<file path="src/dmnc_pkg.sv">
// ----------------------------------------------------------------------------
// dmnc_pkg
// Shared types and constants for the distributed mutex node controller.
// ----------------------------------------------------------------------------
package dmnc_pkg;

  localparam int unsigned MaxNodes   = 16;
  localparam int unsigned IdW        = $clog2(MaxNodes);
  localparam int unsigned StampW     = 32;
  localparam int unsigned HostCountW = 5;
  localparam int unsigned CountW     = 4;
  localparam int unsigned CfgIdxW    = 1;
  localparam int unsigned CfgDataW   = 5;

  localparam logic [HostCountW-1:0] HostCountRst = HostCountW'(2);
  localparam logic [CountW-1:0]     CountMax     = '1;

  typedef enum logic [1:0] {
    OpAcquire = 2'd0,
    OpRelease = 2'd1,
    OpRequest = 2'd2,
    OpReply   = 2'd3
  } op_e;

  typedef enum logic [1:0] {
    SendNone      = 2'd0,
    SendReply     = 2'd1,
    SendBroadcast = 2'd2
  } send_kind_e;

  typedef enum logic [1:0] {
    StsOk         = 2'd0,
    StsBadAcquire = 2'd1,
    StsBadRelease = 2'd2
  } status_e;

  typedef enum logic [CfgIdxW-1:0] {
    CfgHostCount = 1'd0,
    CfgLocalId   = 1'd1
  } cfg_idx_e;

  typedef enum logic [1:0] {
    StIdle,
    StExec,
    StWalk
  } state_e;

  typedef struct packed {
    logic latch;
    logic exec;
    logic step;
  } cmd_t;

  typedef struct packed {
    logic rel_more;
    logic more;
  } sts_t;

endpackage

</file>
<file path="src/distributed_mutex_node_controller_top.sv">
// ----------------------------------------------------------------------------
// distributed_mutex_node_controller_top
// One node of a Ricart-Agrawala lock with a Lamport clock.
//
//   channel   handshake                 payload
//   -------   -----------------------   ---------------------------------------
//   in        in_valid_i / in_stall_o   op, peer_id, peer_stamp
//   out       out_valid_o / out_stall_i send_kind, dest_id, send_stamp,
//                                       granted, status, last
//   cfg       cfg_valid_i / cfg_ready_o cfg_index_i, cfg_data_i
//
// An event is captured in the idle state, then run through the state update
// into the result register in the execute state. A release with deferred
// peers then sends each further reply from the bitmap walk. Output stalls
// hold the sequencer. Reset clears all node state; host_count resets to 2.
// ----------------------------------------------------------------------------
module distributed_mutex_node_controller_top (
  input  logic                          clk_i,
  input  logic                          rst_ni,
  input  logic                          in_valid_i,
  output logic                          in_stall_o,
  input  logic [1:0]                    op_i,
  input  logic [dmnc_pkg::IdW-1:0]      peer_id_i,
  input  logic [dmnc_pkg::StampW-1:0]   peer_stamp_i,
  output logic                          out_valid_o,
  input  logic                          out_stall_i,
  output logic [1:0]                    send_kind_o,
  output logic [dmnc_pkg::IdW-1:0]      dest_id_o,
  output logic [dmnc_pkg::StampW-1:0]   send_stamp_o,
  output logic                          granted_o,
  output logic [1:0]                    status_o,
  output logic                          last_o,
  input  logic                          cfg_valid_i,
  output logic                          cfg_ready_o,
  input  logic [dmnc_pkg::CfgIdxW-1:0]  cfg_index_i,
  input  logic [dmnc_pkg::CfgDataW-1:0] cfg_data_i
);

  dmnc_pkg::cmd_t cmd;
  dmnc_pkg::sts_t sts;

  assign cfg_ready_o = 1'b1;

  dmnc_ctrl u_ctrl (
    .clk_i       (clk_i),
    .rst_ni      (rst_ni),
    .in_valid_i  (in_valid_i),
    .in_stall_o  (in_stall_o),
    .out_valid_o (out_valid_o),
    .out_stall_i (out_stall_i),
    .sts_i       (sts),
    .cmd_o       (cmd)
  );

  dmnc_dp u_dp (
    .clk_i        (clk_i),
    .rst_ni       (rst_ni),
    .cmd_i        (cmd),
    .sts_o        (sts),
    .cfg_we_i     (cfg_valid_i && cfg_ready_o),
    .cfg_index_i  (cfg_index_i),
    .cfg_data_i   (cfg_data_i),
    .op_i         (op_i),
    .peer_id_i    (peer_id_i),
    .peer_stamp_i (peer_stamp_i),
    .send_kind_o  (send_kind_o),
    .dest_id_o    (dest_id_o),
    .send_stamp_o (send_stamp_o),
    .granted_o    (granted_o),
    .status_o     (status_o),
    .last_o       (last_o)
  );

endmodule

</file>
<file path="src/dmnc_ctrl.sv">
// ----------------------------------------------------------------------------
// dmnc_ctrl
// Sequencer: accepts an event, runs it, then walks deferred replies.
// ----------------------------------------------------------------------------
module dmnc_ctrl (
  input  logic           clk_i,
  input  logic           rst_ni,
  input  logic           in_valid_i,
  output logic           in_stall_o,
  output logic           out_valid_o,
  input  logic           out_stall_i,
  input  dmnc_pkg::sts_t sts_i,
  output dmnc_pkg::cmd_t cmd_o
);

  dmnc_pkg::state_e state_q, state_d;
  logic             out_valid_q, out_valid_d;
  logic             out_free;

  assign out_free = !out_valid_q || !out_stall_i;

  always_comb begin
    state_d = state_q;
    case (state_q)
      dmnc_pkg::StIdle: begin
        if (in_valid_i) state_d = dmnc_pkg::StExec;
      end
      dmnc_pkg::StExec: begin
        if (out_free) state_d = sts_i.rel_more ? dmnc_pkg::StWalk : dmnc_pkg::StIdle;
      end
      dmnc_pkg::StWalk: begin
        if (out_free && !sts_i.more) state_d = dmnc_pkg::StIdle;
      end
      default: state_d = dmnc_pkg::StIdle;
    endcase
  end

  always_comb begin
    cmd_o      = '0;
    in_stall_o = 1'b1;
    case (state_q)
      dmnc_pkg::StIdle: begin
        in_stall_o   = 1'b0;
        cmd_o.latch  = in_valid_i;
      end
      dmnc_pkg::StExec: cmd_o.exec = out_free;
      dmnc_pkg::StWalk: cmd_o.step = out_free;
      default: ;
    endcase
  end

  always_comb begin
    out_valid_d = out_valid_q;
    if (cmd_o.exec || cmd_o.step) begin
      out_valid_d = 1'b1;
    end else if (!out_stall_i) begin
      out_valid_d = 1'b0;
    end
  end

  always_ff @(posedge clk_i or negedge rst_ni) begin
    if (!rst_ni) begin
      state_q     <= dmnc_pkg::StIdle;
      out_valid_q <= 1'b0;
    end else begin
      state_q     <= state_d;
      out_valid_q <= out_valid_d;
    end
  end

  assign out_valid_o = out_valid_q;

endmodule

</file>
<file path="src/dmnc_dp.sv">
// ----------------------------------------------------------------------------
// dmnc_dp
// Node state, Lamport clock, deferred set and the result register.
// ----------------------------------------------------------------------------
module dmnc_dp (
  input  logic                                clk_i,
  input  logic                                rst_ni,
  input  dmnc_pkg::cmd_t                      cmd_i,
  output dmnc_pkg::sts_t                      sts_o,
  input  logic                                cfg_we_i,
  input  logic [dmnc_pkg::CfgIdxW-1:0]        cfg_index_i,
  input  logic [dmnc_pkg::CfgDataW-1:0]       cfg_data_i,
  input  logic [1:0]                          op_i,
  input  logic [dmnc_pkg::IdW-1:0]            peer_id_i,
  input  logic [dmnc_pkg::StampW-1:0]         peer_stamp_i,
  output logic [1:0]                          send_kind_o,
  output logic [dmnc_pkg::IdW-1:0]            dest_id_o,
  output logic [dmnc_pkg::StampW-1:0]         send_stamp_o,
  output logic                                granted_o,
  output logic [1:0]                          status_o,
  output logic                                last_o
);

  // configuration
  logic [dmnc_pkg::HostCountW-1:0] host_count_q;
  logic [dmnc_pkg::IdW-1:0]        local_id_q;

  // latched event
  dmnc_pkg::op_e               op_q;
  logic [dmnc_pkg::IdW-1:0]    peer_q;
  logic [dmnc_pkg::StampW-1:0] stamp_q;

  // node state
  logic [dmnc_pkg::StampW-1:0]   clock_q, clock_d;
  logic [dmnc_pkg::StampW-1:0]   own_q, own_d;
  logic                          req_q, req_d;
  logic                          ins_q, ins_d;
  logic [dmnc_pkg::CountW-1:0]   rc_q, rc_d;
  logic [dmnc_pkg::MaxNodes-1:0] def_q, def_d;

  // result register
  dmnc_pkg::send_kind_e        kind_q, kind_d;
  logic [dmnc_pkg::IdW-1:0]    dest_q, dest_d;
  logic [dmnc_pkg::StampW-1:0] sstamp_q, sstamp_d;
  logic                        grant_q, grant_d;
  dmnc_pkg::status_e           stat_q, stat_d;
  logic                        last_q, last_d;

  logic [dmnc_pkg::HostCountW-1:0] hc_sat;
  logic [dmnc_pkg::HostCountW-1:0] needed;
  logic [dmnc_pkg::IdW-1:0]        low_idx;
  logic [dmnc_pkg::MaxNodes-1:0]   def_rest;
  logic                            more;
  logic [dmnc_pkg::StampW-1:0]     clk_adv;
  logic                            older;
  logic [dmnc_pkg::CountW-1:0]     rc_inc;

  assign hc_sat = (host_count_q > dmnc_pkg::HostCountW'(dmnc_pkg::MaxNodes))
                  ? dmnc_pkg::HostCountW'(dmnc_pkg::MaxNodes) : host_count_q;
  assign needed = (hc_sat < dmnc_pkg::HostCountW'(2)) ? '0
                  : hc_sat - dmnc_pkg::HostCountW'(1);

  always_comb begin
    low_idx = '0;
    for (int i = dmnc_pkg::MaxNodes - 1; i >= 0; i--) begin
      if (def_q[i]) low_idx = dmnc_pkg::IdW'(i);
    end
  end

  assign def_rest = def_q & (def_q - dmnc_pkg::MaxNodes'(1));
  assign more     = |def_rest;

  assign sts_o.more     = more;
  assign sts_o.rel_more = (op_q == dmnc_pkg::OpRelease) && ins_q && more;

  assign clk_adv = ((clock_q > stamp_q) ? clock_q : stamp_q) + dmnc_pkg::StampW'(1);
  assign older   = req_q && ((own_q < stamp_q) ||
                             ((own_q == stamp_q) && (local_id_q < peer_q)));
  assign rc_inc  = (rc_q < dmnc_pkg::CountMax) ? rc_q + dmnc_pkg::CountW'(1) : rc_q;

  always_comb begin
    clock_d  = clock_q;
    own_d    = own_q;
    req_d    = req_q;
    ins_d    = ins_q;
    rc_d     = rc_q;
    def_d    = def_q;
    kind_d   = kind_q;
    dest_d   = dest_q;
    sstamp_d = sstamp_q;
    grant_d  = grant_q;
    stat_d   = stat_q;
    last_d   = last_q;
    if (cmd_i.exec) begin
      kind_d   = dmnc_pkg::SendNone;
      dest_d   = '0;
      sstamp_d = '0;
      grant_d  = 1'b0;
      stat_d   = dmnc_pkg::StsOk;
      last_d   = 1'b1;
      case (op_q)
        dmnc_pkg::OpAcquire: begin
          if (req_q || ins_q) begin
            stat_d = dmnc_pkg::StsBadAcquire;
          end else begin
            own_d    = clock_q;
            rc_d     = '0;
            kind_d   = dmnc_pkg::SendBroadcast;
            sstamp_d = clock_q;
            if (needed == '0) begin
              ins_d   = 1'b1;
              grant_d = 1'b1;
            end else begin
              req_d = 1'b1;
            end
          end
        end
        dmnc_pkg::OpRelease: begin
          if (!ins_q) begin
            stat_d = dmnc_pkg::StsBadRelease;
          end else begin
            ins_d = 1'b0;
            req_d = 1'b0;
            rc_d  = '0;
            if (|def_q) begin
              kind_d   = dmnc_pkg::SendReply;
              dest_d   = low_idx;
              sstamp_d = clock_q;
              last_d   = !more;
              def_d    = def_rest;
            end
          end
        end
        dmnc_pkg::OpRequest: begin
          clock_d = clk_adv;
          if (ins_q || older) begin
            def_d[peer_q] = 1'b1;
          end else begin
            kind_d   = dmnc_pkg::SendReply;
            dest_d   = peer_q;
            sstamp_d = clk_adv;
          end
        end
        dmnc_pkg::OpReply: begin
          clock_d = clk_adv;
          if (req_q) begin
            rc_d = rc_inc;
            if ({1'b0, rc_inc} >= needed) begin
              ins_d   = 1'b1;
              req_d   = 1'b0;
              grant_d = 1'b1;
            end
          end
        end
        default: ;
      endcase
    end else if (cmd_i.step) begin
      kind_d   = dmnc_pkg::SendReply;
      dest_d   = low_idx;
      sstamp_d = clock_q;
      grant_d  = 1'b0;
      stat_d   = dmnc_pkg::StsOk;
      last_d   = !more;
      def_d    = def_rest;
    end
  end

  always_ff @(posedge clk_i or negedge rst_ni) begin
    if (!rst_ni) begin
      host_count_q <= dmnc_pkg::HostCountRst;
      local_id_q   <= '0;
      clock_q      <= '0;
      own_q        <= '0;
      req_q        <= 1'b0;
      ins_q        <= 1'b0;
      rc_q         <= '0;
      def_q        <= '0;
    end else begin
      if (cfg_we_i) begin
        case (dmnc_pkg::cfg_idx_e'(cfg_index_i))
          dmnc_pkg::CfgHostCount: host_count_q <= cfg_data_i;
          dmnc_pkg::CfgLocalId:   local_id_q   <= cfg_data_i[dmnc_pkg::IdW-1:0];
          default: ;
        endcase
      end
      clock_q <= clock_d;
      own_q   <= own_d;
      req_q   <= req_d;
      ins_q   <= ins_d;
      rc_q    <= rc_d;
      def_q   <= def_d;
    end
  end

  always_ff @(posedge clk_i) begin
    if (cmd_i.latch) begin
      op_q    <= dmnc_pkg::op_e'(op_i);
      peer_q  <= peer_id_i;
      stamp_q <= peer_stamp_i;
    end
    kind_q   <= kind_d;
    dest_q   <= dest_d;
    sstamp_q <= sstamp_d;
    grant_q  <= grant_d;
    stat_q   <= stat_d;
    last_q   <= last_d;
  end

  assign send_kind_o  = kind_q;
  assign dest_id_o    = dest_q;
  assign send_stamp_o = sstamp_q;
  assign granted_o    = grant_q;
  assign status_o     = stat_q;
  assign last_o       = last_q;

endmodule

</file>
<file path="config.mk">
export PLATFORM = sky130hd
export DESIGN_NAME = distributed_mutex_node_controller_top
export DESIGN_NICKNAME = d
export VERILOG_FILES = /design/src/dmnc_pkg.sv /design/src/distributed_mutex_node_controller_top.sv /design/src/dmnc_ctrl.sv /design/src/dmnc_dp.sv
export SDC_FILE = /design/constraint.sdc
export NUM_CORES = 1
export LEC_CHECK = 0
export BUFFER_PORTS_ARGS = -buffer_cell sky130_fd_sc_hd__buf_2
export CORE_ASPECT_RATIO = 0.6
export CORE_MARGIN = 4
export CORE_UTILIZATION = 50
export CTS_BUF_LIST = sky130_fd_sc_hd__clkbuf_4 sky130_fd_sc_hd__clkbuf_8
export CTS_CLUSTER_DIAMETER = 50
export DETAILED_ROUTE_END_ITERATION = 12
export PLACE_DENSITY_LB_ADDON = 0.1
export SETUP_SLACK_MARGIN = 0.5
export SLEW_MARGIN = 20
export SYNTH_ARGS = -nofsm -noshare
export SYNTH_HDL_FRONTEND = slang
export SYNTH_HIERARCHICAL = 1
export SYNTH_SLANG_ARGS = --single-unit
</file>
<file path="constraint.sdc">
create_clock -name clk_i -period 4.2 [get_ports clk_i]
set_input_delay 0.42 -clock clk_i [delete_from_list [all_inputs] [get_ports clk_i]]
set_output_delay 0.42 -clock clk_i [all_outputs]
set_load 0.01 [all_outputs]
</file>
[Word level (Yosys, flattened, before mapping)]
Index checks and enable logic that the tools add are counted.
Storage, ports and cells
  register bits after elaboration: 178
  input port bits: 49
  word-level logic and storage cells: 178
  output and inout bits: 45
Operators by class
  reduce and logical (&&, ||, !) cells: 31
  equal/unequal tests: 20
  order comparisons: 9
  mux-type cells: 91
  $add $sub $neg: 4
  bitwise logic cells: 4
Operators with widths (number)
  32-bit two-way mux: 7
  4-bit two-way mux: 25
  32-bit one-hot mux with 3 select lines: 1
  16-bit two-way mux: 5
  32-bit by 1-bit adder with 32-bit output (second input constant): 1
  32-bit equality test: 1
  32-bit greater-than comparator: 1
  32-bit < comparator: 1
  16-bit one-hot mux with 2 select lines: 1
  16-bit OR reduction: 2
  1-bit two-way mux: 30
  2-bit two-way mux: 11
  16-bit AND: 1
  16-bit OR: 1
  16-bit by 1-bit subtractor with 16-bit output (second input constant): 1
  5-bit AND reduction: 3
  2-bit by 1-bit != test with 1-bit output (second input constant): 7
  2-bit one-hot mux with 3 select lines: 2
  4-bit one-hot mux with 3 select lines: 1
  5-bit two-way mux: 2
  4-bit one-hot mux with 2 select lines: 1
  2-bit equality test (second input constant): 3
  1-bit logical AND: 6
  2-bit != test (second input constant): 3
  28 further kinds: 42

[Depth between registers and ports, before layout]
  depth in word-level cells: 20
  gate-level depth with buffers: 21
  depth with buffers taken out: 18

[Cells and area by module]
The synthesis kept the hierarchy.
Modules (own cells, without submodules)
  dmnc_dp: cells each 1113, times used 1, seq. area each 4780.8 um^2, area each 10724.0 um^2
  dmnc_ctrl: cells each 18, times used 1, seq. area each 75.1 um^2, area each 163.9 um^2
  distributed_mutex_node_controller_top: cells each 2, times used 1, seq. area each 0.0 um^2, area each 11.3 um^2

[Least setup slack after synthesis]
OpenSTA, ideal clock, no wires.
  path kind: register -> register
  from: register u_dp/clock_q[1] (netlist bit)
  to: register u_dp.sstamp_q, in the netlist u_dp/send_stamp_o[30] (data pin)
  cell stages (with the launch flop): 21
  clock period less this slack: 4.531 ns
  data arrival time: 4.271 ns
  path slack: -0.331 ns
  library setup time: 0.260 ns
  buffers on the path: 3
  required time: 3.940 ns
  cell sequence: dfrtp_1 -> ha_1 -> nor2b_1 -> o211ai_1 -> a2111o_1 -> a311oi_1 -> or2_2 -> clkbuf_1 -> buf_1 -> clkbuf_1 -> nand2_1 -> o21ai_0 -> ha_1 -> inv_1 -> nor4_1 -> nand2_1 -> nor4_1 -> xnor2_1 -> and2_1 -> o21ai_0 -> o21ai_1
On the way
  longest elaborated chain between the ends: 6
Ends and longest elaborated chain
  from (decl): RTL line dmnc_dp.sv:34  | logic [dmnc_pkg::StampW-1:0] clock_q, clock_d;
  from (signal assigned): RTL line dmnc_dp.sv:186  | clock_q <= clock_d;
  32-bit greater-than comparator: RTL line dmnc_dp.sv:76  | assign clk_adv = ((clock_q > stamp_q) ? clock_q : stamp_q) + dmnc_pkg::StampW'(1);
  32-bit two-way mux *: RTL line dmnc_dp.sv:76
  32-bit by 1-bit adder with 32-bit output *: RTL line dmnc_dp.sv:76
  32-bit two-way mux *: RTL line dmnc_dp.sv:136  | if (ins_q || older) begin
  32-bit one-hot mux with 3 select lines *: RTL line dmnc_dp.sv:101  | case (op_q)
  32-bit two-way mux *: RTL line dmnc_dp.sv:94  | if (cmd_i.exec) begin
  via u_dp.sstamp_d (one bit): RTL line dmnc_dp.sv:44  | logic [dmnc_pkg::StampW-1:0] sstamp_q, sstamp_d;
  to (signal assigned): RTL line dmnc_dp.sv:203  | sstamp_q <= sstamp_d;
  to (decl): RTL line dmnc_dp.sv:44
The timed path passes the listed nets; every way through them passes the cells marked *.
A chain may end at the register's enable or synchronous reset.

[Worst setup path after layout]
  from: register u_dp/stamp_q[11] (netlist bit)
  to: register u_dp.sstamp_q, in the netlist u_dp/send_stamp_o[16] (data pin)
On the way
  longest elaborated chain between the ends: 8
  elaborated cells between the ends (all ways): 12
  classes of those cells: add/sub (1); order compare (2); eq/ne (1); mux (4); reduce/logical (4)
Ends and longest elaborated chain
  from (decl): RTL line dmnc_dp.sv:31  | logic [dmnc_pkg::StampW-1:0] stamp_q;
  from (signal assigned): RTL line dmnc_dp.sv:199  | stamp_q <= peer_stamp_i;
  parallel branches: the longest is 5 deep, another holds 32-bit greater-than comparator
  32-bit two-way mux *: RTL line dmnc_dp.sv:136
  32-bit one-hot mux with 3 select lines *: RTL line dmnc_dp.sv:101
  32-bit two-way mux *: RTL line dmnc_dp.sv:94
  via u_dp.sstamp_d (one bit): RTL line dmnc_dp.sv:44
Mark *: on every way through the listed nets, which the timed path passes.

==> flow_summary_export.csv <==
group,metric,value,unit
status,status,"finished clean",
cts,ctsHtreeMaxLevel,4,
synth,syn_nets,1261,
power,comb_power_share,54.8,%
route,drtIter0Drc,1190,
cts,cts_made_buffers,17,
die,die_w,199,um
setup_path,cp.arrival,4.35,ns
synth,synthTopCellsByCount,"dfrtp_1 (97), nand2_1 (97), edfxtp_1 (80), ha_1 (79), nor2_1 (78)",
setup_path,cp_data_required_time,4.45,ns
synth,synth_top_cell_by_area,"dfrtp_1",
placed_design,dp_hpwl,25.1,mm
layout,area_growth,21.4,%
synth,synth-edff-count,80,
die,die_area,24300,um^2
global_route,grt_overflow,0,
timing,rsz0062_at_grt,"true",
setup_path,slowest_stage,"nor4_2",
power,clkPwrFrac,12.1,%
die,ios,94,
timing,finalCritPeriodShare,97.7,%
synth,synthTopCellsByArea,"dfrtp_1 (22%), edfxtp_1 (22%), ha_1 (9.1%)",
setup_path,startpoint_type,"register",
timing,fin_crit,4.10,ns
route,drtPass1Iterations,8,
route,drc,0,
timing,max_freq,244,MHz
timing,worst_pin_slew,1.02,ns
die,core,21200,um^2
setup_path,path_cells,"inv_2 > ha_4 > nand4_1 > nor4_2 > and3_4 > o22ai_4 > or2_4 > o21ai_4 > ha_4 > buf_6 > inv_6 > nor4_4 > nand2_2 > buf_6 > xnor2_4 > nor2_1 > o21ai_1 > o21ai_2 > buf_4",
synth,synth_top_area_share,22.3,%
power,leakagePower,0.00570,uW
synth,synth-async-reset-ratio,55.1,%
power,swShare,46.2,%
setup_path,crit_buf_inv,5,
cts,cts_root_buf,"clkbuf_8",
timing,slew_headroom,31.6,%
cts,clockBufferDepth,2,
route,viasPerCell,6.27,
layout,final_nets,1426,
synth,synthCells,1133,
setup_path,worstSetupEndpointType,"register",
power,peakVddDrop,0.000462,V
route,routedWlPerCell,22.0,um
timing,whs,0.104,ns
global_route,grt_usage,28.5,%
power,seq_power_share,33.1,%
layout,final_layout_size_suffix_gt1_share,28.4,%
timing,slew_violations,0,
global_route,grt_pass1_vias,9021,
power,total_power,9500,uW
die,start_util,51.3,%
timing,fin_skew,0.0179,ns
cts,clk_pin_slew_worst_paths,0.10,ns
placed_design,port_buffers,92,
min_path,hp-class,"primary input to register",
power,p_sw,4390,uW
layout,seqCellArea,4860,um^2
setup_path,path_max_fanout,5,
die,std_cell_rows,41,
synth,postSynthAreaPerCell,9.62,um^2
cts,clk_latency,0.48,ns
synth,yosys_warnings,6,
route,ant_nets,0,
synth,ys.flop_type,"dfrtp_1",
die,die-height,122,um
layout,fillerInstances,1827,
cts,cts.sinks,178,
route,num_vias,9963,
setup_path,path_class,"register to register",
layout,multi_input_area,6140,um^2
job,cap_violations,0,
synth,ys_seq_area_share,44.6,%
synth,ys_seq_elements,178,
power,power.density,718,nW/um^2
synth,netlist_area,10900,um^2
cts,cts_tree,"built",
synth,yosysUniqueCellTypes,75,
power,intPower,5110,uW
global_route,grt_max_degree,56,
global_route,grt_antenna_before_repair,1,
setup_path,cpLargestDelayFamily,"simple AND/OR/NAND/NOR gates",
layout,num_antenna_cells,0,
placed_design,gp_congestion,0.980,
setup_path,slowest_delay,0.41,ns
global_route,grt_pass1_wl,52.8,mm
timing,setup_violations,0,
route,drt_wl_total,34.9,mm
timing,hold_viol,0,
## layer usage
| layer | routed length (um) | vias up | GRT usage, % |
|---|---|---|---|
| met5 | 0 | - | 0 |
| met4 | 366 | 0 | 5.47 |
| met3 | 4690 | 34 | 11.0 |
| met2 | 12900 | 590 | 34.5 |
| met1 | 16900 | 4797 | 46.8 |
| li1 | - | 4542 | - |
## layout by cell type, fill, tap and decap left out, drive strengths merged, types with 5 or more instances in the layout
cell / synthesis / routed
nor2b: 7 / 7
a31oi: 30 / 30
edfxtp: 80 / 80
clkinv: 0 / 8
a21oi: 75 / 75
nor2: 79 / 79
ha: 79 / 79
a21o: 9 / 9
a22o: 6 / 6
xnor2: 33 / 33
a221oi: 8 / 8
and2: 5 / 5
inv: 77 / 79
or2: 6 / 6
nand2b: 14 / 15
dfrtp: 97 / 97
nor3: 40 / 40
buf: 9 / 190
or3: 11 / 11
and4: 9 / 9
nand2: 97 / 97
a22oi: 7 / 7
clkbuf: 37 / 19
o31ai: 7 / 7
o21ai: 78 / 78
and3: 17 / 17
o22ai: 21 / 21
nor4: 15 / 15
nand3: 48 / 48
o41ai: 5 / 5
mux2: 41 / 41
nand4: 25 / 25
## layout make-up
| class | count | share of cell area [%] |
|---|---|---|
| clock buffer | 19 | 1.88 |
| clock inverter | 13 | 0.861 |
| inverter | 77 | 2.22 |
| multi-input combinational | 833 | 46.4 |
| sequential | 178 | 36.7 |
| tap | 279 | 2.64 |
| timing repair buffer | 191 | 9.28 |
## kinds of logic after synthesis
family / after synthesis / share of synthesized area (%)
AO/OA/AOI/OAI: 288 / 16.7
XOR/XNOR: 35 / 2.81
adder cells (fa/ha/maj): 81 / 9.25
buffers and inverters: 123 / 4.49
flip-flops: 178 / 44.6
multiplexers: 45 / 4.60
other: 1 / 0.0344
AND/OR/NAND/NOR: 382 / 17.6
## path summary, 6_finish.rpt
| path | from | cells past startpoint | to | slack [ns] |
|---|---|---|---|---|
| min in group asynchronous | rst_ni | 2 | u_dp/clock_q[23] | 0.51 |
| setup / recovery | u_dp/stamp_q[11] | 19 | u_dp/send_stamp_o[16] | 0.1 |
| max in group asynchronous | rst_ni | 3 | u_dp/host_count_q[1] | 2.74 |
| hold reg to reg | u_ctrl/state_q[1] | 1 | u_ctrl/state_q[0] | 0.48 |
| hold / removal | peer_stamp_i[22] | 1 | u_dp/stamp_q[22] | 0.10 |
| setup reg to reg | u_dp/stamp_q[11] | 19 | u_dp/send_stamp_o[16] | 0.1 |
## registers in the layout, summed over array words and instances, names as in the netlist
signal / count
u_ctrl/out_valid_o: 1
u_dp/req_q: 1
u_dp/op_q: 2
u_dp/def_q: 16
u_dp/last_o: 1
u_dp/own_q: 32
u_dp/status_o: 2
u_dp/clock_q: 32
u_dp/granted_o: 1
u_dp/rc_q: 4
u_dp/send_stamp_o: 32
u_dp/dest_id_o: 4
u_ctrl/state_q: 2
u_dp/local_id_q: 4
u_dp/send_kind_o: 2
u_dp/peer_q: 4
u_dp/stamp_q: 32
u_dp/host_count_q: 5
u_dp/ins_q: 1
## power by group through the flow
stage | sequential, uW | combinational (uW) | clock, uW
after CTS | 3130 | 4840 | 1170
after global placement | 3150 | 4600 | 0
after floorplan | 3170 | 2900 | 0
after global routing | 3210 | 5660 | 1250
final | 3150 | 5200 | 1140
after detailed placement | 3150 | 4650 | 0
## stage by stage
stage               std cells  area [um^2]  setup WS, ns  setup TNS [ns]  util (%)
global route             1590        13200       -0.0411          -0.109      62.3
finish                   1590        13200        0.0981               0      62.3
CTS                      1574        12900         0.202               0      60.6
floorplan                1133        11000         0.350               0         -
detailed placement       1521        12100        -0.109          -0.125      57.2
global placement         1521        12100        0.0404               0      57.2
## repair_timing
action                                  in CTS  in global routing
pin swaps                                   25                 32
hold buffers                                 1                  0
resized for setup                           42                 53
gates cloned                                 1                  0
endpoints found under the setup margin      32                 41
hold endpoints to repair                    44                  0
buffers inserted                            19                 16
Note: power is estimated with default switching activity, not from simulation.
